`src/sv/pla_pkg.sv`:
```
// Shared types, constants and the arctangent lookup function for the polyline length accumulator.
package pla_pkg;

    localparam int unsigned COORD_WIDTH  = 32;
    localparam int unsigned OUT_WIDTH    = 48;
    localparam int unsigned CORDIC_STEPS = 30;
    localparam int unsigned RED_STEPS    = 8;
    localparam int unsigned STEP_BITS    = 5;
    localparam int unsigned Q_WIDTH      = 34;
    localparam int unsigned DEG_TO_RAD   = 18740330;
    localparam int unsigned CORDIC_GAIN  = 652032874;
    localparam int unsigned EARTH_R2     = 12756274;

    typedef enum logic [2:0] {
        AS_LAT  = 3'b001,
        AS_LON  = 3'b010,
        AS_LAT1 = 3'b100
    } t_angle_sel;

    typedef enum logic [3:0] {
        OP_NONE   = 4'h0,
        OP_LOAD   = 4'h1,
        OP_PSQ    = 4'h2,
        OP_PSQRT  = 4'h3,
        OP_COS    = 4'h4,
        OP_COSIT  = 4'h5,
        OP_COSEND = 4'h6,
        OP_HAV    = 4'h7,
        OP_SQRT   = 4'h8,
        OP_ATAN   = 4'h9,
        OP_ATIT   = 4'hA,
        OP_DIST   = 4'hB,
        OP_ACC    = 4'hC,
        OP_CLEAR  = 4'hD,
        OP_MUL    = 4'hE,
        OP_RED    = 4'hF
    } t_op;

    typedef struct packed {
        t_op        op;
        t_angle_sel sel;
        logic [1:0] slot;
        logic       flag;
    } t_cmd;

    typedef struct packed {
        logic iter_done;
    } t_status;

    function automatic logic signed [Q_WIDTH-1:0] atan_q30(input logic [STEP_BITS-1:0] i);
        logic signed [Q_WIDTH-1:0] v;
        begin
            case (i)
                5'd0: v = 34'sd843314857;
                5'd1: v = 34'sd497837829;
                5'd2: v = 34'sd263043837;
                5'd3: v = 34'sd133525159;
                5'd4: v = 34'sd67021687;
                5'd5: v = 34'sd33543516;
                5'd6: v = 34'sd16775851;
                5'd7: v = 34'sd8388437;
                5'd8: v = 34'sd4194283;
                5'd9: v = 34'sd2097149;
                5'd10: v = 34'sd1048575;
                default: v = Q_WIDTH'(34'sd1) <<< (30 - i);
            endcase
            return v;
        end
    endfunction

endpackage

```
`src/sv/pla_control.sv`:
```
// Sequencer that steps the datapath through one vertex.
module pla_control
    import pla_pkg::*;
(
    input  logic    i_clk,
    input  logic    i_rst_n,
    input  logic    i_valid,
    output logic    o_stall,
    input  logic    i_last,
    input  logic    i_geo,
    input  logic    i_have_prev,
    input  t_status i_status,
    output t_cmd    o_cmd,
    output logic    o_valid,
    input  logic    i_stall
);
    typedef enum logic [16:0] {
        S_IDLE   = 17'h00001, S_PSQ   = 17'h00002, S_RED   = 17'h00004,
        S_COS    = 17'h00008, S_COSIT = 17'h00010, S_COSEND = 17'h00020,
        S_MUL    = 17'h00040, S_HAV   = 17'h00080, S_SQRT  = 17'h00100,
        S_ATAN   = 17'h00200, S_ATIT  = 17'h00400, S_DIST  = 17'h00800,
        S_ACC    = 17'h01000, S_OUT   = 17'h02000, S_SQIT  = 17'h04000,
        S_ROOT   = 17'h08000, S_CINIT = 17'h10000
    } t_state;

    t_state r_state, n_state;
    logic [1:0] r_slot, n_slot;
    logic [1:0] r_phase, n_phase;
    logic r_last, n_last;

    always_ff @(posedge i_clk) begin
        if (!i_rst_n) begin
            r_state <= S_IDLE;
            r_slot <= '0;
            r_phase <= '0;
            r_last <= 1'b0;
        end else begin
            r_state <= n_state;
            r_slot <= n_slot;
            r_phase <= n_phase;
            r_last <= n_last;
        end
    end

    always_comb begin
        n_state = r_state;
        n_slot = r_slot;
        n_phase = r_phase;
        n_last = r_last;
        o_cmd = '{op: OP_NONE, sel: AS_LAT, slot: 2'd0, flag: 1'b0};
        o_stall = 1'b1;
        o_valid = 1'b0;
        case (r_state)
            S_IDLE: begin
                o_stall = 1'b0;
                if (i_valid) begin
                    o_cmd.op = OP_LOAD;
                    n_last = i_last;
                    n_slot = '0;
                    n_state = !i_have_prev ? S_ACC : (i_geo ? S_COS : S_PSQ);
                end
            end
            S_PSQ: begin o_cmd.op = OP_PSQ; n_state = S_SQIT; n_phase = 2'd0; end
            S_SQIT: begin
                o_cmd.op = OP_PSQRT;
                if (i_status.iter_done) n_state = (r_phase == 2'd0) ? S_DIST : S_ROOT;
            end
            S_COS: begin
                o_cmd.op = OP_COS;
                case (r_slot)
                    2'd0: o_cmd.sel = AS_LAT;
                    2'd1: o_cmd.sel = AS_LON;
                    2'd2: begin o_cmd.sel = AS_LAT1; o_cmd.flag = 1'b0; end
                    default: begin o_cmd.sel = AS_LAT1; o_cmd.flag = 1'b1; end
                endcase
                n_state = S_RED;
            end
            S_RED: begin
                o_cmd.op = OP_RED;
                if (i_status.iter_done) n_state = S_CINIT;
            end
            S_CINIT: begin
                o_cmd.op = OP_RED;
                o_cmd.flag = 1'b1;
                n_state = S_COSIT;
            end
            S_COSIT: begin
                o_cmd.op = OP_COSIT;
                if (i_status.iter_done) n_state = S_COSEND;
            end
            S_COSEND: begin
                o_cmd.op = OP_COSEND;
                o_cmd.slot = r_slot;
                n_slot = r_slot + 2'd1;
                n_phase = 2'd0;
                n_state = (r_slot == 2'd3) ? S_MUL : S_COS;
            end
            S_MUL: begin
                o_cmd.op = OP_MUL;
                o_cmd.flag = (r_phase == 2'd0);
                n_state = S_HAV;
            end
            S_HAV: begin
                o_cmd.op = OP_HAV;
                o_cmd.flag = (r_phase == 2'd0);
                n_phase = r_phase + 2'd1;
                n_state = (r_phase == 2'd0) ? S_MUL : S_SQRT;
            end
            S_SQRT: begin
                o_cmd.op = OP_SQRT;
                n_phase = 2'd1;
                n_state = S_SQIT;
            end
            S_ROOT: begin
                o_cmd.op = OP_ATAN;
                o_cmd.flag = !r_slot[0];
                if (!r_slot[0]) begin
                    n_slot = 2'd1;
                    n_state = S_SQRT;
                end else begin
                    n_state = S_ATAN;
                end
            end
            S_ATAN: begin o_cmd.op = OP_ATAN; o_cmd.flag = 1'b0; n_state = S_ATIT; end
            S_ATIT: begin
                o_cmd.op = OP_ATIT;
                if (i_status.iter_done) n_state = S_DIST;
            end
            S_DIST: begin o_cmd.op = OP_DIST; n_state = S_ACC; end
            S_ACC: begin
                o_cmd.op = OP_ACC;
                n_state = r_last ? S_OUT : S_IDLE;
            end
            S_OUT: begin
                o_valid = 1'b1;
                if (!i_stall) begin
                    o_cmd.op = OP_CLEAR;
                    n_state = S_IDLE;
                end
            end
            default: n_state = S_IDLE;
        endcase
    end
endmodule

```
`config.mk`:
```
export PLATFORM = sky130hd
export DESIGN_NAME = pla_control
export DESIGN_NICKNAME = d
export VERILOG_FILES = /design/src/sv/pla_pkg.sv /design/src/sv/pla_control.sv
export SDC_FILE = /design/constraint.sdc
export NUM_CORES = 1
export LEC_CHECK = 0
export ABC_AREA = 0
export BUFFER_PORTS_ARGS = -buffer_cell sky130_fd_sc_hd__buf_2
export CAP_MARGIN = 10
export CORE_MARGIN = 1
export CORE_UTILIZATION = 30
export CTS_CLUSTER_DIAMETER = 50
export CTS_CLUSTER_SIZE = 24
export DETAILED_ROUTE_END_ITERATION = 10
export PLACE_DENSITY = 0.54
export REMOVE_ABC_BUFFERS = 1
export SYNTH_ARGS = -nofsm -noshare
export SYNTH_HDL_FRONTEND = slang
export SYNTH_SLANG_ARGS = --single-unit
```
`constraint.sdc`:
```
create_clock -name i_clk -period 4.17 [get_ports i_clk]
set_input_delay 0.834 -clock i_clk [delete_from_list [all_inputs] [get_ports i_clk]]
set_output_delay 0.834 -clock i_clk [all_outputs]
set_load 0.05 [all_outputs]
```
Word-level counts from Yosys, hierarchy flattened. Index checks and enable logic that the tools add are counted.

Input bits: 8. Flip-flop bits (word level): 22. Output and inout bits: 12. Word-level logic and storage cells: 77.

Equal/unequal tests: 27. Reduce and logical (&&, ||, !) cells: 15. Mux-type cells: 28. Add/sub/neg operators: 2.

Operators with widths (number): 17-bit case mux with 16 select lines (1); 17-bit 2-to-1 mux (6); 4-bit case mux with 15 select lines (1); 17-bit by 1-bit equality test with 1-bit output, second input constant (1); 17-bit by 10-bit equality test with 1-bit output, second input constant (1); 17-bit by 11-bit equality test with 1-bit output, second input constant (1); 17-bit by 12-bit equality test with 1-bit output, second input constant (1); 17-bit by 13-bit equality test with 1-bit output, second input constant (1); 17-bit by 14-bit equality test with 1-bit output, second input constant (1); 17-bit by 15-bit equality test with 1-bit output, second input constant (1); 17-bit by 16-bit equality test with 1-bit output, second input constant (1); 17-bit equality test, second input constant (1); 17-bit by 2-bit equality test with 1-bit output, second input constant (1); 17-bit by 3-bit equality test with 1-bit output, second input constant (1); 17-bit by 4-bit equality test with 1-bit output, second input constant (1); 17-bit by 5-bit equality test with 1-bit output, second input constant (1); 17-bit by 6-bit equality test with 1-bit output, second input constant (1); 17-bit by 7-bit equality test with 1-bit output, second input constant (1); 17-bit by 8-bit equality test with 1-bit output, second input constant (1); 17-bit by 9-bit equality test with 1-bit output, second input constant (1); 16-bit 2-to-1 mux (1); 14-bit 2-to-1 mux (1); 2-bit inequality test, second input constant (7); 13-bit 2-to-1 mux (1); 21 further kinds (37).

Logic depth before layout (Yosys ltp). Gate-level depths: netlist (run 1).

Depth after elaboration: 4. Gate-level depth with buffers: 9.

Worst setup path after synthesis (run 1). No wires, ideal clock.

Path type: reg2out. From: register r_state[10]. To: output o_cmd[5] in the netlist's numbering. Slack: 906 ps. Buffers on the path: 1. Arrival time: 2430 ps. Stages on the path, launching flop included: 7. Cell sequence: dfxtp_1 -> buf_2 -> nor4_2 -> and4_1 -> and4b_1 -> nand2b_1 -> nor2_1.

RTL lines: start, declared (line pla_control.sv:26) `t_state r_state, n_state;`; start signal, assigned (line pla_control.sv:38) `r_state <= n_state;`; end, declared (line pla_control.sv:13) `output t_cmd o_cmd,`.

==> results of run 1 <==
[routing by layer]
layer	vias up	share of wire	track usage
met1	667	0.48	0.242
met3	4	0.058	0.0389
li1	691	-	-
met2	39	0.45	0.249
met4	0	0.014	0.0436
met5	-	0	0
[per-stage QoR]
step	hold slack (ps)	std cells	utilization	worst slack [ps]
after detailed placement	513	257	0.344	1150
after global routing	556	261	0.356	710
after global placement	494	257	0.344	1140
final	521	261	0.356	811
after CTS	525	261	0.356	846
after floorplan	457	171	-	936
[sequential cells by signal, indices dropped and copies added (netlist names)]
signal and cells:
r_last 1, r_phase 2, r_slot 2, r_state 17
[tightest hold or removal path: stages, from the launching register on]
cell and delay, ps:
dfxtp_1 330, nand2_1 60, a21boi_0 80
[kinds of logic after synthesis]
logic type | after synthesis | share of synthesized area
muxes | 1 | 0.00671
buffers and inverters | 14 | 0.0445
and+or+nand+nor | 93 | 0.409
AOI/OAI and AO/OA | 37 | 0.180
DFF | 22 | 0.295
adders and majority gates | 5 | 0.0419
xor gates and xnor gates | 4 | 0.0235
[area by class of cell]
| class | count | share of cell area |
|---|---|---|
| clock buffer | 4 | 0.0325 |
| inverter | 9 | 0.0200 |
| multi-input combinational | 140 | 0.582 |
| sequential | 22 | 0.260 |
| tap | 67 | 0.0495 |
| timing repair buffer | 19 | 0.0562 |
[final timing paths]
kind	slack (ps)	from	to	cells after the start
worst min-delay path	520	r_last	r_state[13]	2
worst min register to register	520	r_last	r_state[13]	2
worst max register to register	1850	r_state[2]	r_state[0]	6
worst max-delay path	810	r_state[11]	o_cmd[8]	6
[power groups by stage]
stage | Combinational, uW | Sequential (uW) | Clock (uW)
finish | 157 | 224 | 159
global route | 171 | 225 | 174
CTS | 156 | 224 | 163
detailed placement | 155 | 229 | 0
global placement | 158 | 229 | 0
floorplan | 118 | 227 | 0
[cell usage after synthesis, types with 2 or more instances]
master	n
nor3_1	13
nand3_1	4
o21a_1	2
and4b_1	4
nand2_1	9
a21oi_1	6
inv_1	9
nand4_1	5
xor2_1	3
ha_1	5
and3_1	2
a211oi_1	2
nor4_4	2
nor4_1	3
dfxtp_1	22
buf_2	2
nor2_1	22
a21boi_0	4
nand2b_1	6
a21boi_1	4
nor2b_1	4
and4_1	3
o21ai_0	10
==> results.txt, run 1 <==
Switching fraction of total power = 0.351
Worst stage delay on the critical path = 550 ps
Syn Area/Cell = 8.47 sq um
Setup violators final = 0
Max capacitance violation total = 0
Multi-input gate area = 985 sq um
Diodes inserted = 0
Synth unique cells = 53
Commonest cells after routing, fill and taps aside = nor2_1 (22), dfxtp_1 (22), buf_2 (19)
I/O pins = 20
Setup CP Type = reg -> out
Vias in the first global route = 1,329
H-tree depth = 1
Clk pwr share = 0.295
Critical path's slowest cell = dfxtp_1
Post-CTS setup buffers = 0
DRC violations left = 0
Worst Tran Pin Value = 735 ps
Synth area leader = dfxtp_1
Cells after synthesis = 176
Max Clock Freq = 298 MHz
Later-pin clock latency in the skew report = 270 ps
Largest net degree at the start of global routing = 14
Die height = 72.5 um
Final hold viol count = 0
CP bufs+invs = 1
Clock Pin Slew Worst Setup and Hold Paths = 90 ps
Static leakage = 0.000659 uW
Die width = 72.5 um
CTS Hold Buffers Added = 0
Int Pwr = 351 uW
Mapped cell area = 1490 sq um
Placed cell areas = 1640 sq um
EDFF count, synth = 0
Drt total wl = 3940 um
Slew Viols, Final = 0
Crit. End Element = output pin
CP max FO = 8
Yosys warnings = 0
Clk sinks = 22
Fill count = 525
Num CTS Buffers = 3
Row count = 25
Combinational share of power = 0.291
Synth top area cells = dfxtp_1 (30%), nor2_1 (5.5%), nor3_1 (4.4%)
Root buffer cell = clkbuf_8
Share of the synthesized area in the top cell type = 0.295
Cell Chain, Critical Path = nor4_2 > and4_1 > and4b_1 > nor3_1 > or3b_2 > buf_2
# port buffers = 19
Setup TNS = 0 ps
NetSw = 189 uW
Primary FF master, synth = dfxtp_1
Share of cells above drive strength 1 = 0.191
Wire per inst = 15.1 um
Initial DRC count = 143
Crit start category = flip-flop
Outcome = complete, no violations
Routability cong. = 0.824
Worst Path Required = 3340 ps
Fin crit share = 0.806
Global route total overflow = 0
Reg area = 440 sq um
DRT Pass-1 Iters = 4
Share of flip-flops with an asynchronous set or reset = 0
GRT Util Overall = 0.167
Die ar. = 5260 sq um
Relative slew slack = 0.503
Synth Register Bits = 22
Final Skew = 11.1 ps
Maximum vdd ir drop = 0.201 mV
Worst-case clock buffer depth = 2
TritonCTS clock tree = yes
Min Clock Period, post-route = 3360 ps
Pwr dens = 319 nW/um^2
Via/cell ratio = 5.37
Final instance area = 1690 sq um
Final nets = 208
Post-route ant nets = 0
Initial Util = 0.314
Post-CTS Resized = 0
Overall power = 540 uW
Vias post-DR = 1,401
CP arrival = 2530 ps
RSZ-0062 raised after global routing = no
Initial antenna violation count = 0
First-pass GRT wire length = 6730 um
Register area share after synthesis = 0.295
Detailed Place HPWL = 3050 um
Core Region = 4750 sq um
Crit-path leading delay family = simple AND/OR/NAND/NOR gates
Layout area overhead = 13.5%
Hold/Removal Path Class = reg -> reg
Reg power frac = 0.414
(Power assumes the default switching activity.)
==> inputs of run 2 (changes only) <==
==> constraint.sdc (replaced) <==
create_clock -name i_clk -period 3.5 [get_ports i_clk]
set_input_delay 0.7 -clock i_clk [delete_from_list [all_inputs] [get_ports i_clk]]
set_output_delay 0.7 -clock i_clk [all_outputs]
set_load 0.05 [all_outputs]
==> run 2 against run 1 <==
Hold slack got worse by 24 ps. Total power increased by 14%. First-iteration DRC count decreased by 1.4%. Clock power about the same. Critical path depth unchanged. Worst setup slack got worse by 460 ps. Cell count unchanged. Flip-flop and latch count unchanged. Utilization decreased by 0.13 points. Die area unchanged. Register-to-register slack got worse by 730 ps.
==> results.txt, run 2 (same netlist as run 1, synthesis figures left out) <==
Outcome = complete, no violations
Global route total overflow = 0
CTS Hold Buffers Added = 0
Vias post-DR = 1,389
Core Region = 4750 sq um
Num CTS Buffers = 3
Biggest register = r_state
Via/cell ratio = 5.32
Largest net degree at the start of global routing = 14
RSZ-0062 raised after global routing = no
Min Clock Period, post-route = 3150 ps
Initial DRC count = 141
Die height = 72.5 um
Final hold viol count = 0
Clk sinks = 22
R2R setup slack = 1120 ps
I/O pins = 20
CP Launch Point = r_state[11]
Reg-to-Reg Start = r_state[2]
Share of cells above drive strength 1 = 0.191
Max Clock Freq = 317 MHz
Worst Path Required = 2800 ps
Wire per inst = 15.4 um
CP max FO = 8
Commonest cells after routing, fill and taps aside = nor2_1 (22), dfxtp_1 (22), buf_2 (19)
Post-layout util = 0.355
Die width = 72.5 um
Detailed Place HPWL = 3150 um
TritonCTS clock tree = yes
Post-CTS setup buffers = 0
Largest regs = r_state: 17 flops, r_phase: 2 flops, r_slot: 2 flops
RR Endpoint = r_state[0]
Crit start category = flip-flop
DRT Pass-1 Iters = 4
Initial Util = 0.314
CP arrival = 2450 ps
Post-CTS Resized = 0
Static leakage = 0.000657 uW
Clock Pin Slew Worst Setup and Hold Paths = 80 ps
Routability cong. = 0.817
Diodes inserted = 0
Reg2reg path depth = 6
Vias in the first global route = 1,303
Layout area overhead = 13.1%
Row count = 25
Setup TNS = 0 ps
Worst-case clock buffer depth = 2
Fin crit share = 0.900
Fill count = 520
Relative slew slack = 0.501
Slew Viols, Final = 0
Max capacitance violation total = 0
Final Skew = 1.14 ps
Pwr dens = 364 nW/um^2
Worst Setup EP = o_cmd[8]
Setup violators final = 0
Initial antenna violation count = 0
Later-pin clock latency in the skew report = 260 ps
Drt total wl = 4030 um
Hold/Removal Path Class = reg -> reg
H-tree depth = 1
Setup CP Type = reg -> out
Die ar. = 5260 sq um
Max FFs per register = 17
Maximum vdd ir drop = 0.247 mV
DRC violations left = 0
# port buffers = 19
Worst Tran Pin Value = 742 ps
Crit. End Element = output pin
First-pass GRT wire length = 6690 um
Post-route ant nets = 0
GRT Util Overall = 0.170
Root buffer cell = clkbuf_8
Final nets = 209
## run 2: changes by cell type in the layout (fill, tap and decap cells not counted), sizes merged
cell    delta
buf        +1
clkbuf     -1
## run 2: final cells by class
type / instances / area [sq um] / share of cell area
multi-input cells: 140 / 985 / 0.584
flip-flops and latches: 22 / 440 / 0.261
repair buffers: 20 / 103 / 0.0608
well taps: 67 / 83.8 / 0.0497
clock buffers: 3 / 41.3 / 0.0245
inverters: 9 / 33.8 / 0.0200
## run 2: report_power, final
part,internal (uW),switching (uW)
Sequential,258,8.57
Combinational,59.5,129
Clock,77.0,82.2
## run 2: how the worst min path moves through the flow
stage / start / to / cells past startpoint
after detailed placement: r_last / r_state[13] / 2
final: r_last / r_state[13] / 2
after floorplan: r_last / r_state[13] / 2
after CTS: r_last / r_state[13] / 2
after global routing: r_last / r_state[13] / 2
after global placement: r_last / r_state[13] / 2
## run 2: metrics by stage
| step | worst slack, ps | total power, uW | hold slack, ps | cell area, sq um | cells |
|---|---|---|---|---|---|
| after global routing | 208 | 647 | 543 | 1690 | 261 |
| after detailed placement | 655 | 456 | 493 | 1650 | 258 |
| after CTS | 356 | 615 | 504 | 1690 | 261 |
| after floorplan | 400 | 410 | 457 | 1460 | 171 |
| after global placement | 625 | 460 | 482 | 1650 | 258 |
| final | 349 | 614 | 497 | 1690 | 261 |
## run 2: critical path, stage by stage (launching register included)
cell	delay, ps
dfxtp_1	540
nor4_2	120
and4_1	250
and4b_1	290
nor3_1	280
or3b_2	480
buf_2	230
## run 2: layer usage
layer  track usage  part of all wire  wire (um)
met2         0.256              0.44       1780
met5             0                 0          0
met1         0.239              0.48       1940
met3        0.0375             0.051        205
met4        0.0545             0.025        100
